## src/text_contains_or_prefix_match_unit_defines.svh

```systemverilog
// Assertion helpers shared by the matcher modules.
// Each expects clk and arst_n in the scope of the module that uses it.
`ifndef TEXT_CONTAINS_OR_PREFIX_MATCH_UNIT_DEFINES_SVH
`define TEXT_CONTAINS_OR_PREFIX_MATCH_UNIT_DEFINES_SVH

// Same-cycle implication.
`define TCPM_ASSERT_IMP(lbl, ante, cons) \
	lbl: assert property (@(posedge clk) disable iff (!arst_n) (ante) |-> (cons)) \
		else $error("tcpm: implication check failed");

// Next-cycle implication.
`define TCPM_ASSERT_NXT(lbl, ante, cons) \
	lbl: assert property (@(posedge clk) disable iff (!arst_n) (ante) |=> (cons)) \
		else $error("tcpm: next-cycle check failed");

`endif

```

## src/tcpm_pkg.sv

```systemverilog
package tcpm_pkg;

	localparam int BYTE_W                   = 8;
	localparam int WORD_W                   = 64;
	localparam int NEEDLE_WORDS             = 4;
	localparam int NEEDLE_BYTES             = NEEDLE_WORDS * WORD_W / BYTE_W;
	localparam int NEEDLE_W                 = NEEDLE_WORDS * WORD_W;
	localparam int LEN_W                    = 6;
	localparam int CFG_IDX_W                = 3;
	localparam int DEFAULT_MAX_NEEDLE_BYTES = 32;

	// seen_q stops counting here
	localparam logic [LEN_W-1:0] SEEN_SAT = LEN_W'(NEEDLE_BYTES);

	typedef enum logic [CFG_IDX_W-1:0] {
		CFG_NEEDLE_WORD_0 = 3'd0,
		CFG_NEEDLE_WORD_1 = 3'd1,
		CFG_NEEDLE_WORD_2 = 3'd2,
		CFG_NEEDLE_WORD_3 = 3'd3,
		CFG_NEEDLE_LENGTH = 3'd4,
		CFG_MATCH_MODE    = 3'd5
	} cfg_reg_t;

	typedef struct packed {
		logic [NEEDLE_W-1:0] needle;
		logic [LEN_W-1:0]    needle_length;
		logic                match_mode;
	} needle_cfg_t;

	typedef struct packed {
		logic [BYTE_W-1:0] text_byte;
		logic              byte_present;
		logic              candidate_end;
	} text_item_t;

endpackage

```

## src/tcpm_text_if.sv

```systemverilog
interface tcpm_text_if;
	import tcpm_pkg::*;

	logic              valid;
	logic              ready;
	logic [BYTE_W-1:0] text_byte;
	logic              byte_present;
	logic              candidate_end;

	modport source(output valid, text_byte, byte_present, candidate_end, input ready);
	modport sink(input valid, text_byte, byte_present, candidate_end, output ready);
endinterface

```

## src/tcpm_flag_if.sv

```systemverilog
interface tcpm_flag_if;
	logic valid;
	logic ready;
	logic candidate_matched;

	modport source(output valid, candidate_matched, input ready);
	modport sink(input valid, candidate_matched, output ready);
endinterface

```

## src/tcpm_cfg_if.sv

```systemverilog
interface tcpm_cfg_if;
	import tcpm_pkg::*;

	logic                 valid;
	logic                 ready;
	logic [CFG_IDX_W-1:0] index;
	logic [WORD_W-1:0]    data;

	modport source(output valid, index, data, input ready);
	modport sink(input valid, index, data, output ready);
endinterface

```

## src/text_contains_or_prefix_match_unit.sv

```systemverilog
// Channel  Dir  Payload                                      Transfer
// text     in   text_byte[7:0], byte_present, candidate_end  valid && ready
// result   out  candidate_matched                            valid && ready
// cfg      in   index[2:0], data[63:0]                       valid && ready (ready tied high)
//
// One text item per cycle, except while the input stalls as described below.
// An input register feeds the needle compare and state update, which writes the result register.
// Input stalls only when a closing item waits in the input register behind an untaken result.
// Reset clears the needle to empty, the mode to contains, and all candidate state.
`include "text_contains_or_prefix_match_unit_defines.svh"

module text_contains_or_prefix_match_unit #(
	parameter int MAX_NEEDLE_BYTES = tcpm_pkg::DEFAULT_MAX_NEEDLE_BYTES
) (
	input  logic         clk,
	input  logic         arst_n,
	tcpm_text_if.sink    text,
	tcpm_flag_if.source  result,
	tcpm_cfg_if.sink     cfg
);
	import tcpm_pkg::*;

	needle_cfg_t needle_cfg;
	text_item_t  item_s1;
	logic        valid_s1;
	logic        step;
	logic        hit;
	logic        res_valid_q;
	logic        res_flag_q;

	tcpm_cfg_regs u_cfg_regs (
		.clk        (clk),
		.arst_n     (arst_n),
		.cfg        (cfg),
		.needle_cfg (needle_cfg)
	);

	tcpm_match_core #(
		.MAX_NEEDLE_BYTES (MAX_NEEDLE_BYTES)
	) u_match_core (
		.clk        (clk),
		.arst_n     (arst_n),
		.step       (step),
		.item       (item_s1),
		.needle_cfg (needle_cfg),
		.hit        (hit)
	);

	// hold a closing item while the previous result is still pending
	assign step       = valid_s1 && (!item_s1.candidate_end || !res_valid_q || result.ready);
	assign text.ready = !valid_s1 || step;

	always_ff @(posedge clk or negedge arst_n) begin
		if (!arst_n)
			valid_s1 <= 1'b0;
		else if (text.ready)
			valid_s1 <= text.valid;
	end

	always_ff @(posedge clk) begin
		if (text.valid && text.ready) begin
			item_s1.text_byte     <= text.text_byte;
			item_s1.byte_present  <= text.byte_present;
			item_s1.candidate_end <= text.candidate_end;
		end
	end

	always_ff @(posedge clk or negedge arst_n) begin
		if (!arst_n)
			res_valid_q <= 1'b0;
		else if (step && item_s1.candidate_end)
			res_valid_q <= 1'b1;
		else if (result.ready)
			res_valid_q <= 1'b0;
	end

	always_ff @(posedge clk) begin
		if (step && item_s1.candidate_end)
			res_flag_q <= hit;
	end

	assign result.valid             = res_valid_q;
	assign result.candidate_matched = res_flag_q;

	`TCPM_ASSERT_IMP(a_stall_cause, !text.ready,
		valid_s1 && item_s1.candidate_end && res_valid_q && !result.ready)
	`TCPM_ASSERT_NXT(a_result_follows_end, step && item_s1.candidate_end, res_valid_q)
endmodule

```

## src/tcpm_cfg_regs.sv

```systemverilog
module tcpm_cfg_regs (
	input  logic                 clk,
	input  logic                 arst_n,
	tcpm_cfg_if.sink             cfg,
	output tcpm_pkg::needle_cfg_t needle_cfg
);
	import tcpm_pkg::*;

	logic [NEEDLE_WORDS-1:0][WORD_W-1:0] needle_q;
	logic [LEN_W-1:0]                    length_q;
	logic                                mode_q;

	assign cfg.ready = 1'b1;

	always_ff @(posedge clk or negedge arst_n) begin
		if (!arst_n) begin
			needle_q <= '0;
			length_q <= '0;
			mode_q   <= 1'b0;
		end else if (cfg.valid) begin
			// unused indexes are dropped
			unique case (cfg_reg_t'(cfg.index))
				CFG_NEEDLE_WORD_0: needle_q[0] <= cfg.data;
				CFG_NEEDLE_WORD_1: needle_q[1] <= cfg.data;
				CFG_NEEDLE_WORD_2: needle_q[2] <= cfg.data;
				CFG_NEEDLE_WORD_3: needle_q[3] <= cfg.data;
				CFG_NEEDLE_LENGTH: length_q    <= cfg.data[LEN_W-1:0];
				CFG_MATCH_MODE:    mode_q      <= cfg.data[0];
				default: ;
			endcase
		end
	end

	assign needle_cfg.needle        = needle_q;
	assign needle_cfg.needle_length = length_q;
	assign needle_cfg.match_mode    = mode_q;
endmodule

```

## src/tcpm_match_core.sv

```systemverilog
`include "text_contains_or_prefix_match_unit_defines.svh"

module tcpm_match_core #(
	parameter int MAX_NEEDLE_BYTES = tcpm_pkg::DEFAULT_MAX_NEEDLE_BYTES
) (
	input  logic                  clk,
	input  logic                  arst_n,
	input  logic                  step,
	input  tcpm_pkg::text_item_t  item,
	input  tcpm_pkg::needle_cfg_t needle_cfg,
	output logic                  hit
);
	import tcpm_pkg::*;

	localparam int CAP = (MAX_NEEDLE_BYTES < NEEDLE_BYTES) ? MAX_NEEDLE_BYTES : NEEDLE_BYTES;

	logic [CAP-1:0]   partial_q;
	logic             found_q;
	logic [LEN_W-1:0] seen_q;
	logic             prefix_eq_q;

	logic [LEN_W-1:0] len;
	logic [CAP-1:0]   eq_raw;
	logic [CAP-1:0]   in_len;
	logic [CAP-1:0]   at_pos;
	logic [CAP-1:0]   top_sel;
	logic [CAP-1:0]   partial_next;
	logic             found_next;
	logic [LEN_W-1:0] seen_next;
	logic             prefix_eq_next;

	assign len = (needle_cfg.needle_length > LEN_W'(CAP)) ? LEN_W'(CAP)
		: needle_cfg.needle_length;

	// compare the byte against every needle position at once
	always_comb begin
		for (int i = 0; i < CAP; i++) begin
			eq_raw[i]  = needle_cfg.needle[i*BYTE_W +: BYTE_W] == item.text_byte;
			in_len[i]  = LEN_W'(i) < len;
			at_pos[i]  = seen_q == LEN_W'(i);
			top_sel[i] = len == LEN_W'(i + 1);
		end
	end

	always_comb begin
		partial_next   = partial_q;
		found_next     = found_q;
		seen_next      = seen_q;
		prefix_eq_next = prefix_eq_q;
		if (item.byte_present) begin
			partial_next   = ((partial_q << 1) | CAP'(1)) & eq_raw & in_len;
			found_next     = found_q | (|(partial_next & top_sel));
			prefix_eq_next = prefix_eq_q & ~(|(at_pos & in_len & ~eq_raw));
			if (seen_q < SEEN_SAT)
				seen_next = seen_q + LEN_W'(1);
		end
	end

	always_comb begin
		if (len == '0)
			hit = 1'b1;
		else if (needle_cfg.match_mode)
			hit = prefix_eq_next && (seen_next >= len);
		else
			hit = found_next;
	end

	always_ff @(posedge clk or negedge arst_n) begin
		if (!arst_n) begin
			partial_q   <= '0;
			found_q     <= 1'b0;
			seen_q      <= '0;
			prefix_eq_q <= 1'b1;
		end else if (step) begin
			if (item.candidate_end) begin
				// candidate closed: start the next one clean
				partial_q   <= '0;
				found_q     <= 1'b0;
				seen_q      <= '0;
				prefix_eq_q <= 1'b1;
			end else begin
				partial_q   <= partial_next;
				found_q     <= found_next;
				seen_q      <= seen_next;
				prefix_eq_q <= prefix_eq_next;
			end
		end
	end

	`TCPM_ASSERT_NXT(a_clear_after_end, step && item.candidate_end,
		partial_q == '0 && !found_q && seen_q == '0 && prefix_eq_q)
	`TCPM_ASSERT_IMP(a_seen_saturates, 1'b1, seen_q <= SEEN_SAT)
	`TCPM_ASSERT_IMP(a_found_needs_bytes, found_q, seen_q != '0)
endmodule

```

## src/flat_wrapper.sv

```systemverilog
// flat-port wrapper written by rule: the top's interface ports become plain ports
module text_contains_or_prefix_match_unit_flat import tcpm_pkg::*;
#(
	parameter int MAX_NEEDLE_BYTES = tcpm_pkg::DEFAULT_MAX_NEEDLE_BYTES
)
  (clk, arst_n, text_valid, text_text_byte, text_byte_present, text_candidate_end, text_ready, result_valid, result_candidate_matched, result_ready, cfg_valid, cfg_index, cfg_data, cfg_ready);
  tcpm_text_if text_i ();
  tcpm_flag_if result_i ();
  tcpm_cfg_if cfg_i ();
  input  logic clk;
  input  logic arst_n;
  input wire logic [$bits(text_i.valid)-1:0] text_valid;
  input wire logic [$bits(text_i.text_byte)-1:0] text_text_byte;
  input wire logic [$bits(text_i.byte_present)-1:0] text_byte_present;
  input wire logic [$bits(text_i.candidate_end)-1:0] text_candidate_end;
  output wire logic [$bits(text_i.ready)-1:0] text_ready;
  output wire logic [$bits(result_i.valid)-1:0] result_valid;
  output wire logic [$bits(result_i.candidate_matched)-1:0] result_candidate_matched;
  input wire logic [$bits(result_i.ready)-1:0] result_ready;
  input wire logic [$bits(cfg_i.valid)-1:0] cfg_valid;
  input wire logic [$bits(cfg_i.index)-1:0] cfg_index;
  input wire logic [$bits(cfg_i.data)-1:0] cfg_data;
  output wire logic [$bits(cfg_i.ready)-1:0] cfg_ready;
  assign text_i.valid = text_valid;
  assign text_i.text_byte = text_text_byte;
  assign text_i.byte_present = text_byte_present;
  assign text_i.candidate_end = text_candidate_end;
  assign text_ready = text_i.ready;
  assign result_valid = result_i.valid;
  assign result_candidate_matched = result_i.candidate_matched;
  assign result_i.ready = result_ready;
  assign cfg_i.valid = cfg_valid;
  assign cfg_i.index = cfg_index;
  assign cfg_i.data = cfg_data;
  assign cfg_ready = cfg_i.ready;
  text_contains_or_prefix_match_unit #(.MAX_NEEDLE_BYTES(MAX_NEEDLE_BYTES)) u_core (.clk(clk), .arst_n(arst_n), .text(text_i), .result(result_i), .cfg(cfg_i));
endmodule
```

## config.mk

```make
export PLATFORM = sky130hd
export DESIGN_NAME = text_contains_or_prefix_match_unit_flat
export DESIGN_NICKNAME = d
export VERILOG_FILES = /design/src/tcpm_pkg.sv /design/src/tcpm_text_if.sv /design/src/tcpm_flag_if.sv /design/src/tcpm_cfg_if.sv /design/src/text_contains_or_prefix_match_unit.sv /design/src/tcpm_cfg_regs.sv /design/src/tcpm_match_core.sv /design/src/flat_wrapper.sv
export VERILOG_INCLUDE_DIRS = /design/src /design/src/src
export SDC_FILE = /design/constraint.sdc
export NUM_CORES = 1
export LEC_CHECK = 0
export ABC_CLOCK_PERIOD_IN_PS = 3800
export BUFFER_PORTS_ARGS = -buffer_cell sky130_fd_sc_hd__buf_4
export CAP_MARGIN = 20
export CORE_MARGIN = 1
export CORE_UTILIZATION = 50
export CTS_CLUSTER_DIAMETER = 80
export CTS_CLUSTER_SIZE = 14
export DETAILED_ROUTE_END_ITERATION = 16
export PLACE_DENSITY_LB_ADDON = 0.05
export SLEW_MARGIN = 10
export SYNTH_ARGS = -nofsm -noshare
export SYNTH_HDL_FRONTEND = slang
export SYNTH_SLANG_ARGS = --single-unit
export TNS_END_PERCENT = 100
```

## constraint.sdc

```tcl
create_clock -name clk -period 3.8 [get_ports clk]
set_clock_uncertainty 0.2 [all_clocks]
set_input_delay 0.19 -clock clk [delete_from_list [all_inputs] [get_ports clk]]
set_output_delay 0.19 -clock clk [all_outputs]
set_load 0.02 [all_outputs]
```

; Yosys cells after proc, flatten, opt, wreduce, memory -nomap -nowiden
; Cells that the tools add are included.
[totals]
wordCells = 198
reg_bits = 315
input_bits = 82
output_inout_bits = 4
[op_classes]
n_reduce_logical = 24
n_mux = 13
bitwise = 9
order_cmp = 35
add_sub_neg = 1
eq_ne = 100
[op_table]
columns = cell, count
row1 = $eq 8x8->1, 32
row2 = $eq 6x5->1 const B, 32
row3 = $and 32x32->32, 5
row4 = $eq 6x4->1 const B, 16
row5 = $lt 5x6->1 const A, 16
row6 = $reduce_or 32->1, 2
row7 = $mux 31, 2
row8 = $eq 6x3->1 const B, 8
row9 = $lt 4x6->1 const A, 8
row10 = $not 32->32, 1
row11 = $eq 6x2->1 const B, 4
row12 = $lt 3x6->1 const A, 4
row13 = $mux 6, 4
row14 = $reduce_and 2->1, 7
row15 = $eq 6x1->1 const B, 2
row16 = $logic_not 6->1, 2
row17 = $lt 1x6->1 const A, 2
row18 = $lt 2x6->1 const A, 2
row19 = $mux 1, 7
row20 = $add 6x1->6 const B, 1
row21 = $eq 3x2->1 const B, 2
row22 = $eq 3x3->1 const B, 2
row23 = $eq 6x6->1 const B, 1
row24 = $ge 6x6->1, 1
row25 = other kinds (11), 19

; Depth between registers and ports, before layout
; Gate-level depths: netlist of run 1.
[depth]
depth_word = 11
ltp_mapped = 12
mapped_depth_nobuf = 12

; By module
; A second synthesis of run 1 with hierarchy kept.
[unflattened]
hier_cells = 1377
area_unflattened_um2 = 17125.2
[modules_own_cells]
columns = mod, area_per_inst_um2, instances, cells_per_inst, seq_area_each_um2
row1 = tcpm_cfg_regs, 10588.9, 1, 564, 6581.3
row2 = tcpm_match_core, 6099.6, 1, 792, 977.2
row3 = text_contains_or_prefix_match_unit, 436.7, 1, 21, 380.4

; Least setup slack after synthesis of run 1
; OpenSTA, ideal clock, no wires.
[synth_path]
kind = flip-flop to flip-flop
start = register u_core.u_cfg_regs.length_q[1]
end = register u_core.res_flag_q, in the netlist u_core.result.candidate_matched, data pin
arrival_time_ns = 2.046
path_slack_ns = 1.293
setup_time_ns = 0.261
synth_period_minus_slack_ns = 2.507
required_ns = 3.339
path_stages_with_launch = 9
n_path_buf = 1
path_cell_list = dfrtp_1 > buf_2 > or4_1 > a21oi_1 > or4b_1 > a211oi_2 > a2111oi_1 > a311o_1 > nand3_1
[synth_via]
elab_chain_cells = 11
elab_cells_between_ends = 81
classes_between = order compare: 34 / eq/ne: 32 / mux: 4 / bitwise: 7 / reduce/logical: 4
[synth_rtl]
columns = item, line
row1 = "start, declared", tcpm_cfg_regs.sv:10  ; logic [LEN_W-1:0] length_q;
row2 = "start signal, assigned", tcpm_cfg_regs.sv:27  ; CFG_NEEDLE_LENGTH: length_q <= cfg.data[LEN_W-1:0];
row3 = $gt 6x6->1, tcpm_match_core.sv:32  ; assign len = (needle_cfg.needle_length > LEN_W'(CAP)) ? LEN_W'(CAP)
row4 = $mux 6 (*), tcpm_match_core.sv:32
row5 = $lt 1x6->1 (tied with other cells), tcpm_match_core.sv:39  ; in_len[i] = LEN_W'(i) < len;
row6 = $and 32x32->32 (2 in a row), tcpm_match_core.sv:53  ; prefix_eq_next = prefix_eq_q & ~(|(at_pos & in_len & ~eq_raw));
row7 = $reduce_or 32->1, tcpm_match_core.sv:53
row8 = $not 1->1, tcpm_match_core.sv:53
row9 = $and 1x1->1, tcpm_match_core.sv:53
row10 = $mux 1, tcpm_match_core.sv:50  ; if (item.byte_present) begin
row11 = $logic_and 1x1->1, tcpm_match_core.sv:63  ; hit = prefix_eq_next && (seen_next >= len);
row12 = $mux 1, tcpm_match_core.sv:62  ; else if (needle_cfg.match_mode)
row13 = "end signal, assigned", text_contains_or_prefix_match_unit.sv:79  ; res_flag_q <= hit;
row14 = "end, declared", text_contains_or_prefix_match_unit.sv:29  ; logic res_flag_q;
; Mark *: on every way between the ends. The rest lies on a longest branch, timed or not.
; A chain may end at the register's enable or synchronous reset.

; Worst setup path after layout of run 1
[layout_path]
start = register u_core.item_s1[6] (netlist name)
end = register u_core.res_flag_q, in the netlist u_core.result.candidate_matched, data pin
[layout_via]
elab_chain_cells = 9
elab_cells_between_ends = 46
classes_between = eq/ne: 32 / mux: 3 / bitwise: 8 / reduce/logical: 3
[layout_rtl]
columns = item, line
row1 = "start, declared", text_contains_or_prefix_match_unit.sv:24  ; text_item_t item_s1;
row2 = "parallel branches: the longest is 8 deep, another holds $and 32x32->32", n/a
row3 = $mux 1 (*), tcpm_match_core.sv:62
; Mark *: on every way between the ends.

==> results of run 1 <==
stage by stage:
stage	cells	setup slack [ns]	util [%]
floorplan	1380	1.293	-
global placement	1858	0.5595	54.13
detailed placement	1858	0.5326	54.13
CTS	1983	0.5259	58.99
global route	1984	0.2697	59.01
finish	1984	0.5149	59.01
critical path: cells and delay by family, from the launching register on:
family / cells / cell delay, ns
compound gates: 4 / 1.02
xor+xnor: 1 / 0.19
flops: 1 / 0.41
simple gates: 3 / 1.09
buf+inv: 1 / 0.23
layout by cell type (no fill, tap or decap), drive strengths merged, types with 4 or more instances in the layout:
| cell | instances |
|---|---|
| dfrtp | 303 |
| mux2 | 260 |
| xnor2 | 170 |
| buf | 122 |
| xor2 | 90 |
| nand2 | 86 |
| dlygate4sd3 | 85 |
| nand4 | 56 |
| nor2 | 43 |
| clkbuf | 38 |
| o21ai | 32 |
| nor4 | 27 |
| nand3 | 23 |
| a21oi | 20 |
| inv | 13 |
| nor3 | 13 |
| edfxtp | 11 |
| o31ai | 10 |
| ha | 10 |
| or2 | 9 |
| nor2b | 8 |
| a21o | 6 |
| a32o | 6 |
| and3 | 6 |
| a22o | 6 |
| nand2b | 5 |
| nand3b | 5 |
| nand4b | 5 |
| a211o | 5 |
| or3 | 5 |
| o211ai | 4 |
| and2 | 4 |
| a2111oi | 4 |
cell families after synthesis:
family | Yosys count | synth area share [%]
buffers and inverters | 99 | 3.541
and+or+nand+nor | 309 | 10.07
xor gates and xnor gates | 260 | 13.86
muxes | 260 | 17.82
other | 1 | 0.02283
AOI/OAI and AO/OA | 126 | 5.598
DFF | 315 | 48.32
adders and majority gates | 10 | 0.7616
Yosys cell counts (all sizes together) (4+ instances only):
library cell	number	area (µm²)
dfrtp	303	7582
mux2	260	2928
xnor2	170	1489
xor2	90	788.3
nand2	86	322.8
nand4	56	350.3
clkbuf	44	165.2
nor2	43	163.9
buf	41	364.1
o21ai	32	160.2
nor4	27	200.2
nand3	23	115.1
a21oi	20	100.1
inv	13	48.79
nor3	13	65.06
edfxtp	11	330.3
ha	10	125.1
o31ai	10	75.07
or2	9	56.31
nor2b	8	50.05
a21o	6	45.04
a22o	6	52.55
a32o	6	60.06
and3	6	37.54
a211o	5	43.79
nand2b	5	31.28
nand3b	5	37.54
nand4b	5	43.79
or3	5	31.28
a2111oi	4	55.05
and2	4	25.03
o211ai	4	30.03
registers in the layout, indices dropped and copies added, names as in the netlist, 6 cells and up:
signal / flops
u_core.u_match_core.seen_q: 6
u_core.u_cfg_regs.needle_cfg: 256
u_core.u_match_core.partial_q: 31
u_core.item_s1: 10
u_core.u_cfg_regs.length_q: 6
repair_timing:
action | in CTS | in global routing
endpoints found under the hold margin | 484 | 0
gates resized for setup | 0 | 0
hold buffers | 85 | 0
worst paths after layout:
kind / to / slack [ns] / cells past startpoint
worst max-delay path: u_core.result.candidate_matched$_SDFFCE_PN1P_ / 0.51 / 9
worst min-delay path: u_core.u_cfg_regs.needle_cfg[20]$_DFFE_PN0P_ / -0.009 / 2
worst max register to register: u_core.result.candidate_matched$_SDFFCE_PN1P_ / 0.51 / 9
worst min register to register: u_core.u_match_core.partial_q[14]$_DFFE_PN0P_ / 0.28 / 2
max in group asynchronous: u_core.u_cfg_regs.needle_cfg[150]$_DFFE_PN0P_ / 2.33 / 3
min in group clk: u_core.u_cfg_regs.length_q[5]$_DFFE_PN0P_ / 0.08 / 5
report_power, final:
part           switching, mW  total [mW]  internal (mW)  leakage [nW]
Clock                   1.22        2.52           1.29         0.354
Combinational           1.09        2.29           1.20          3.50
Sequential             0.458        4.47           4.01          3.83
area by class of cell:
cell class                      instances  area, µm²
Clock buffer                           38      716.9
Sequential cell                       315       7939
Multi-Input combinational cell        966       7956
Clock inverter                          2      10.01
Tap cell                              442      553.0
Timing Repair Buffer                  207       1922
Fill cell                            2771      13300
Inverter                               14      52.55
metal layers:
layer	routed length [µm]	vias up	GRT usage (%)	part of all wire [%]
met5	0	-	0	0
met4	1109	0	7.733	2.4
met3	2255	72	3.872	4.9
met2	21480	295	45.69	46
met1	21360	5785	40.07	46
li1	-	5176	-	-
==> summary.txt, run 1 <==
Worst setup path
  • Critical Path Start Type: flop
  • CP Capture Type: flop
  • Worst Path Max Fanout: 32
  • Crit path DAT: 3.50 ns
  • Crit path max-delay cell type: nor4_1
  • Type of the worst setup path: reg -> reg
  • Required time worst endpoint: 4.01 ns
  • CP Cell Sequence: buf_12 -> xor2_1 -> nor4_1 -> nand2_1 -> a41oi_1 -> a41oi_1 -> a211oi_1 -> o21ai_0 -> nand3_1
  • Crit-path max cell delay: 0.85 ns
  • Worst r2r src: u_core.item_s1[6]$_DFFE_PP_
  • Setup crit start: u_core.item_s1[6]$_DFFE_PP_
  • CP most frequent cell: a41oi_1

Timing
  • Slew @ Worst Pin: 1.024 ns
  • Endpoints failing hold: 7
  • Fmax: 304.4 MHz
  • Max-slew violations: 0
  • Final period util: 86.45%
  • Final min period: 3.285 ns
  • Hold Slack: -0.009294 ns
  • Slew HR: 31.48%
  • RSZ-0062 raised after global routing: no
  • TNS Setup: 0 ns
  • Final setup fails: 0

CTS
  • Setup Buffers After CTS: 0
  • Skew-Pair Late Insertion Delay: 0.55 ns
  • CTS Buffer Depth: 3
  • Clock root cell: clkbuf_16
  • Clk slew on worst S/H paths: 0.07 ns
  • Clk sink count: 315
  • Total CTS buffers: 26
  • CTS tree: yes
  • CTS H-tree depth: 1

Global route
  • Largest net degree at the start of global routing: 84
  • Vias in the first global route: 11660
  • All-Layer GR Usage: 28.34%
  • Total congestion overflow: 0
  • First-pass GRT wire length: 71500 µm
  • Initial antenna violation count: 0

Route
  • Final WL: 46200 µm
  • Vias per cell: 5.710
  • Initial DRC Count: 722
  • Vias: 11330
  • Post-DR wirelength/cell: 23.29 µm
  • DRT antenna net count: 0
  • # DRC: 0
  • First drt pass iteration count: 7

Floorplan
  • I/O pins: 86
  • Die Span X: 183.3 µm
  • Die Height: 183.3 µm
  • Initial Utilization: 50.62%
  • Core ar.: 32450 µm²
  • Die ar.: 33590 µm²
  • Num rows: 66

Synthesis
  • Post-Syn Instances: 1380
  • Syn. warnings: 0
  • Mapped Area: 16430 µm²
  • Avg Inst Size Synth: 11.90 µm²
  • FFs w/ async S/R, synth: 96.51%
  • Post-synth net total: 1472
  • Primary FF master, synth: dfrtp_1
  • Number of synthesized flops with an enable pin: 11
  • Yosys reg bits: 315
  • Post-synth cell types: 77
  • Register area share after synthesis: 48.32%

Min path
  • Worst Hold Class: in -> async

Finish
  • Layout cell share with drive strength beyond 1: 28.15%
  • Diode count: 0
  • Area grow syn2layout: 16.57%
  • Final nets: 1622
  • Design Area, Final: 19150 µm²

Placed design
  • Placer Congestion: 0.9784
  • HPWL Detailed: 30830 µm
  • Number of I/O port buffers: 84
  • DP Area: 17570 µm²

Power and ir drop
  • Power per cell area: 484.3 nW/µm²
  • Lkg Pwr: 7.680 nW
  • Total power: 9.273 mW
  • Peak supply drop: 0.0003537 V

Run status
  • Outcome: finished, violations left
  • Failing checks: negative hold slack

Job
  • Max_cap viols: 0
(Power assumes the default switching activity.)
==> inputs of run 2 (changes only) <==
--- a/config.mk
+++ b/config.mk
@@ -11,6 +11,7 @@
 export CAP_MARGIN = 20
 export CORE_MARGIN = 1
 export CORE_UTILIZATION = 50
+export CTS_BUF_LIST = sky130_fd_sc_hd__clkbuf_8
 export CTS_CLUSTER_DIAMETER = 80
 export CTS_CLUSTER_SIZE = 14
 export DETAILED_ROUTE_END_ITERATION = 16
==> run 2 against run 1 <==
Compared with the run above: the flow now finishes without violations; register-to-register slack barely moved; non-clock buffer count up 4; first-iteration DRC count shrank 0.55%; sequential power about the same; clock power fell by 29%; largest cell class unchanged; highest routed layer unchanged.
==> summary.txt, run 2 (synthesis results as in run 1) <==
Power and ir drop
  • Internal Pwr Total: 5.870 mW (-9.8%)
  • Peak supply drop: 0.0003437 V (-2.8%)
  • Logic gate share of total power: 27.0% (+2.3 points)
  • Seq pwr share: 52.2% (+4.0 points)
  • Power per cell area: 452.4 nW/µm² (-6.6%)
  • Clock power frac: 20.8% (-6.3 points)
  • Switching share of power: 31.36% (+1.5 points)
  • P_sw: 2.681 mW (-3.1%)
  • Lkg Pwr: 7.608 nW (-0.94%)

CTS
  • CTS H-tree depth: 1 (unchanged)
  • CTS tree: yes
  • Total CTS buffers: 26 (unchanged)
  • Clk sink count: 315 (unchanged)
  • Clock root cell: clkbuf_8
  • Skew-Pair Late Insertion Delay: 0.61 ns (+0.06 ns)
  • Setup Buffers After CTS: 0 (unchanged)
  • CTS Buffer Depth: 3 (unchanged)
  • Clk slew on worst S/H paths: 0.10 ns (+0.03 ns)

Floorplan
  • Initial Utilization: 50.62% (unchanged)
  • I/O pins: 86 (unchanged)
  • Core ar.: 32450 µm² (unchanged)
  • Die ar.: 33590 µm² (unchanged)
  • Die Height: 183.3 µm (unchanged)
  • Die Span X: 183.3 µm (unchanged)
  • Num rows: 66 (unchanged)

Placed design
  • Placer Congestion: 0.9784 (unchanged)
  • Number of I/O port buffers: 84 (unchanged)
  • HPWL Detailed: 30830 µm (unchanged)
  • DP Area: 17570 µm² (unchanged)

Worst setup path
  • Crit path DAT: 3.55 ns (+0.05 ns)
  • WP buf/inv: 1 (unchanged)
  • Crit path max-delay cell type: nor4_1
  • CP Capture Type: flop
  • Required time worst endpoint: 4.06 ns (+0.05 ns)
  • CP Cell Sequence: buf_12 -> xor2_1 -> nor4_1 -> nand4b_1 -> o32a_1 -> nand4_1 -> a2111oi_2 -> a311o_1 -> nand3_1
  • Worst Path Max Fanout: 30 (-6.3%)
  • Cell family with most CP delay: simple AND/OR/NAND/NOR gates
  • Crit-path max cell delay: 0.65 ns (-0.20 ns)
  • Type of the worst setup path: reg -> reg
  • Critical Path Start Type: flop

Route
  • Vias: 11320 (-0.11%)
  • Final WL: 46490 µm (+0.63%)
  • # DRC: 0 (unchanged)
  • Vias per cell: 5.692 (-0.31%)
  • First drt pass iteration count: 5 (-2)
  • Initial DRC Count: 718 (-0.55%)
  • DRT antenna net count: 0 (unchanged)
  • Post-DR wirelength/cell: 23.39 µm (+0.43%)

Timing
  • Final period util: 86.37% (about the same)
  • Final min period: 3.282 ns (-0.003235 ns)
  • TNS Setup: 0 ns (unchanged)
  • Final setup fails: 0 (unchanged)
  • Slew HR: 29.41% (-2.1 points)
  • Endpoints failing hold: 0 (-7)
  • Max-slew violations: 0 (unchanged)
  • RSZ-0062 raised after global routing: no
  • Slew @ Worst Pin: 1.055 ns (+0.03101 ns)
  • Fmax: 304.7 MHz (about the same)

Global route
  • Initial antenna violation count: 0 (unchanged)
  • All-Layer GR Usage: 28.40% (+0.058 points)
  • Met3 Use GR: 4.269% (+0.40 points)
  • Vias in the first global route: 11670 (+0.051%)
  • Met1 global-route usage: 40.05% (about the same)
  • First-pass GRT wire length: 71430 µm (-0.11%)
  • Total congestion overflow: 0 (unchanged)
  • Global-route layer with the greatest usage: met2
  • Largest net degree at the start of global routing: 84 (unchanged)
  • Met2 usage: 45.38% (-0.30 points)

Finish
  • Max reg flops: 256 (unchanged)
  • Design Area, Final: 18900 µm² (-1.3%)
  • Layout cell share with drive strength beyond 1: 28.14% (about the same)
  • Fill count: 2798 (+0.97%)
  • Final nets: 1626 (+0.25%)
  • Commonest cells after routing, fill and taps aside: dfrtp_1 (303), mux2_2 (260), xnor2_1 (170)
  • Commonest non-fill, non-tap cell in the layout: dfrtp_1
  • Diode count: 0 (unchanged)
  • Area grow syn2layout: 15.06%

Min path
  • Worst Hold Class: in -> async

Run status
  • Outcome: complete, no violations

Job
  • Max_cap viols: 0 (unchanged)
## run 2: cell types whose count changed in the layout (fill, tap and decap cells not counted), sizes merged
cell         change
inv             +11
clkbuf          -10
dlygate4sd3      +3
## run 2: path summary, 6_finish.rpt
| kind | start | endpoint | slack, ns | depth (start not counted) |
|---|---|---|---|---|
| hold reg to reg | u_core.u_match_core.partial_q[14]$_DFFE_PN0P_ | u_core.u_match_core.partial_q[14]$_DFFE_PN0P_ | 0.29 | 2 |
| max in group asynchronous | arst_n | u_core.u_cfg_regs.needle_cfg[80]$_DFFE_PN0P_ | 2.76 | 3 |
| min in group clk | text_text_byte[0] | u_core.item_s1[2]$_DFFE_PP_ | 0.10 | 2 |
| setup reg to reg | u_core.item_s1[9]$_DFFE_PP_ | u_core.result.candidate_matched$_SDFFCE_PN1P_ | 0.52 | 9 |
| hold / removal | arst_n | u_core.u_cfg_regs.needle_cfg[17]$_DFFE_PN0P_ | 0.04 | 3 |
| setup / recovery | u_core.item_s1[9]$_DFFE_PP_ | u_core.result.candidate_matched$_SDFFCE_PN1P_ | 0.52 | 9 |
## run 2: layer usage
layer	wire, µm	vias to the layer above
met5	0	-
met4	1192	0
met3	2433	74
met2	21480	280
met1	21390	5785
li1	-	5177
## run 2: metrics by stage
step	cells	hold WS (ns)	power [mW]	util, %	setup WS, ns
final	1988	0.04218	8.551	58.25	0.5181
after global routing	1988	0.04424	9.037	58.25	0.2739
after CTS	1987	0.04402	8.620	58.23	0.5248
after detailed placement	1858	-0.006431	6.748	54.13	0.5326
after global placement	1858	-0.0008630	6.703	54.13	0.5595
after floorplan	1380	-0.3056	6.032	-	1.293
## run 2: final cells by class
| class | instances | area [µm²] | share of cell area, % |
|---|---|---|---|
| Clock buffer | 27 | 371.6 | 1.966 |
| Clock inverter | 13 | 51.30 | 0.2714 |
| Inverter | 14 | 52.55 | 0.2780 |
| Multi-Input combinational cell | 966 | 7956 | 42.09 |
| Sequential cell | 315 | 7939 | 42.00 |
| Tap cell | 442 | 553.0 | 2.926 |
| Timing Repair Buffer | 211 | 1979 | 10.47 |
## run 2: worst register-to-register path, cell delays in order, from the launching register on
cell       delay [ns]
edfxtp_1         0.49
buf_12           0.24
xor2_1           0.22
nor4_1           0.65
nand4b_1         0.43
o32a_1           0.27
nand4_1          0.12
a2111oi_2        0.07
a311o_1          0.39
nand3_1          0.08
## run 2: timing repair
item	4_1_cts	5_1_grt
hold buffers	89	0
endpoints found under the hold margin	524	0
resized for setup	0	0
## run 2: power groups by stage
stage / Combinational (mW) / Sequential (mW) / Clock, mW
final: 2.31 / 4.46 / 1.78
after global routing: 2.51 / 4.55 / 1.98
after CTS: 2.31 / 4.46 / 1.85
after detailed placement: 2.22 / 4.53 / 0
after global placement: 2.20 / 4.51 / 0
after floorplan: 1.63 / 4.40 / 0
==> inputs of run 3 (changes only) <==
--- a/config.mk
+++ b/config.mk
@@ -15,6 +15,7 @@
 export CTS_CLUSTER_DIAMETER = 80
 export CTS_CLUSTER_SIZE = 14
 export DETAILED_ROUTE_END_ITERATION = 16
+export GPL_TIMING_DRIVEN = 0
 export PLACE_DENSITY_LB_ADDON = 0.05
 export SLEW_MARGIN = 10
 export SYNTH_ARGS = -nofsm -noshare
==> run 3 against run 2 <==
Compared with the run above: register-to-register slack worse by 0.21 ns; maximum frequency is 6.1% lower; count of clock-buffer cells in the layout increased by 2; setup slack got worse by 0.21 ns; first-iteration DRC count rose by 7.1%; largest power group unchanged; highest routed layer unchanged.
==> summary.txt, run 3 (synthesis results as in run 1) <==
Worst setup path
  • Critical Path Start Type: flop
  • Reg2Reg Depth: 11 (+2)
  • Critical path destination: u_core.result.candidate_matched$_SDFFCE_PN1P_
  • Setup crit start: u_core.item_s1[5]$_DFFE_PP_
  • Worst R2R Setup Slack: 0.31 ns (-0.21 ns)
  • CP Cell Sequence: buf_6 -> buf_6 -> buf_4 -> xnor2_1 -> nand4_1 -> o2111ai_1 -> o31a_1 -> nand4_1 -> a211oi_1 -> o21ai_0 -> nand3_1
  • Crit path DAT: 3.76 ns (+0.21 ns)
  • Crit path max-delay cell type: o2111ai_1
  • WP buf/inv: 3 (+2)
  • R2r endpoint: u_core.result.candidate_matched$_SDFFCE_PN1P_
  • Required time worst endpoint: 4.07 ns (about the same)
  • Crit. path cell count: 11 (+2)
  • Cell family with most CP delay: compound AO/OA/AOI/OAI gates
  • CP Capture Type: flop
  • Worst r2r src: u_core.item_s1[5]$_DFFE_PP_
  • Crit-path max cell delay: 0.50 ns (-0.15 ns)
  • Type of the worst setup path: reg -> reg
  • Worst Path Max Fanout: 10 (-67%)

Route
  • Vias: 11800 (+4.3%)
  • # DRC: 0 (unchanged)
  • DRT antenna net count: 0 (unchanged)
  • Post-DR wirelength/cell: 25.65 µm (+9.7%)
  • Vias per cell: 5.804 (+2.0%)
  • Initial DRC Count: 769 (+7.1%)
  • First drt pass iteration count: 4 (-1)
  • Final WL: 52140 µm (+12%)

Finish
  • Final nets: 1675 (+3.0%)
  • Max reg flops: 256 (unchanged)
  • Commonest cells after routing, fill and taps aside: dfrtp_1 (303), mux2_2 (260), xnor2_1 (170)
  • Diode count: 0 (unchanged)
  • Area grow syn2layout: 15.93%
  • Commonest non-fill, non-tap cell in the layout: dfrtp_1
  • Layout cell share with drive strength beyond 1: 27.66% (-0.48 points)
  • Design Area, Final: 19050 µm² (+0.75%)
  • Fill count: 2774 (-0.86%)

Global route
  • Largest net degree at the start of global routing: 83 (-1.2%)
  • First-pass GRT wire length: 78480 µm (+9.9%)
  • All-Layer GR Usage: 31.83% (+3.4 points)
  • Total congestion overflow: 0 (unchanged)
  • Vias in the first global route: 12000 (+2.9%)
  • Initial antenna violation count: 0 (unchanged)

Timing
  • Max-slew violations: 0 (unchanged)
  • Slew HR: 28.88% (-0.53 points)
  • RSZ-0062 raised after global routing: no
  • Final worst setup slack: 0.3052 ns (-0.2129 ns)
  • Final min period: 3.495 ns (+0.2129 ns)
  • Endpoints failing hold: 0 (unchanged)
  • Final setup fails: 0 (unchanged)
  • Final period util: 91.97% (+5.6 points)
  • Fmax: 286.1 MHz (-6.1%)
  • Slew @ Worst Pin: 1.059 ns (+0.003718 ns)

CTS
  • Total CTS buffers: 27 (+3.8%)
  • CTS tree: yes
  • Clk slew on worst S/H paths: 0.10 ns (about the same)
  • Setup Buffers After CTS: 0 (unchanged)
  • Clk sink count: 315 (unchanged)
  • Skew-Pair Late Insertion Delay: 0.63 ns (+0.02 ns)
  • CTS Buffer Depth: 3 (unchanged)
  • CTS H-tree depth: 1 (unchanged)
  • Clock root cell: clkbuf_8

Placed design
  • HPWL Detailed: 37480 µm (+22%)
  • DP Area: 17700 µm² (+0.78%)
  • Number of I/O port buffers: 82 (-2.4%)
  • Pre-CTS setup slack: 0.08121 ns (-0.4514 ns)
  • Placer Congestion: 1.019 (+4.2%)

Floorplan
  • Initial Utilization: 50.62% (unchanged)
  • Die ar.: 33590 µm² (unchanged)
  • Num rows: 66 (unchanged)
  • I/O pins: 86 (unchanged)
  • Core ar.: 32450 µm² (unchanged)
  • Die Span X: 183.3 µm (unchanged)
  • Die Height: 183.3 µm (unchanged)

Min path
  • Worst Hold Class: in -> reg

Power and ir drop
  • Peak supply drop: 0.0003646 V (+6.1%)
  • Lkg Pwr: 7.657 nW (+0.64%)
  • Power per cell area: 457.7 nW/µm² (+1.2%)

Run status
  • Outcome: complete, no violations

Job
  • Max_cap viols: 0 (unchanged)
-- run 3: repair_timing --
item	in CTS	in global routing
hold buffers	87	0
setup endpoints to repair	0	2
hold endpoints to repair	509	0
gates resized for setup	0	1
-- run 3: per-stage QoR --
| step | TNS (ns) | hold slack, ns | util (%) | instances | power [mW] |
|---|---|---|---|---|---|
| after floorplan | 0 | -0.3056 | - | 1380 | 6.032 |
| after global placement | -160.32 | 0.1685 | 54.22 | 1904 | 6.736 |
| after detailed placement | 0 | -0.002068 | 54.55 | 1909 | 6.802 |
| after CTS | 0 | 0.04063 | 58.67 | 2033 | 8.743 |
| after global routing | 0 | 0.04866 | 58.69 | 2033 | 9.146 |
| final | 0 | 0.07344 | 58.69 | 2033 | 8.718 |
-- run 3: how the worst min path moves through the flow --
| stage | cells past startpoint | startpoint | end |
|---|---|---|---|
| finish | 2 | text_text_byte[5] | u_core.item_s1[7]$_DFFE_PP_ |
| detailed placement | 1 | arst_n | u_core.u_match_core.seen_q[5]$_DFFE_PN0P_ |
| floorplan | 0 | arst_n | u_core.result.valid$_DFFE_PN0P_ |
| global placement | 1 | text_byte_present | u_core.item_s1[1]$_DFFE_PP_ |
| global route | 2 | text_text_byte[5] | u_core.item_s1[7]$_DFFE_PP_ |
| CTS | 2 | text_text_byte[5] | u_core.item_s1[7]$_DFFE_PP_ |
-- run 3: power by group --
group          internal (mW)  leakage [nW]  switching, mW
Sequential              4.00          3.83          0.434
Clock                  0.702         0.250           1.19
Combinational           1.20          3.58           1.19
-- run 3: layout make-up --
class	count	area [µm²]	share of cell area, %
plain buffers	85	529.3	2.779
clock buffers	29	399.1	2.096
clock inverters	8	47.55	0.2496
inverters	14	52.55	0.2759
multi-input cells	966	7916	41.56
flip-flops and latches	315	7939	41.68
well taps	442	553.0	2.904
repair buffers	174	1609	8.448
-- run 3: per-layer routing --
layer | vias up | global-route usage, % | wire length (µm)
li1 | 5259 | - | -
met1 | 6129 | 45.35 | 24260
met2 | 322 | 51.13 | 24050
met3 | 89 | 3.753 | 2349
met4 | 0 | 9.300 | 1482
met5 | - | 0 | 0
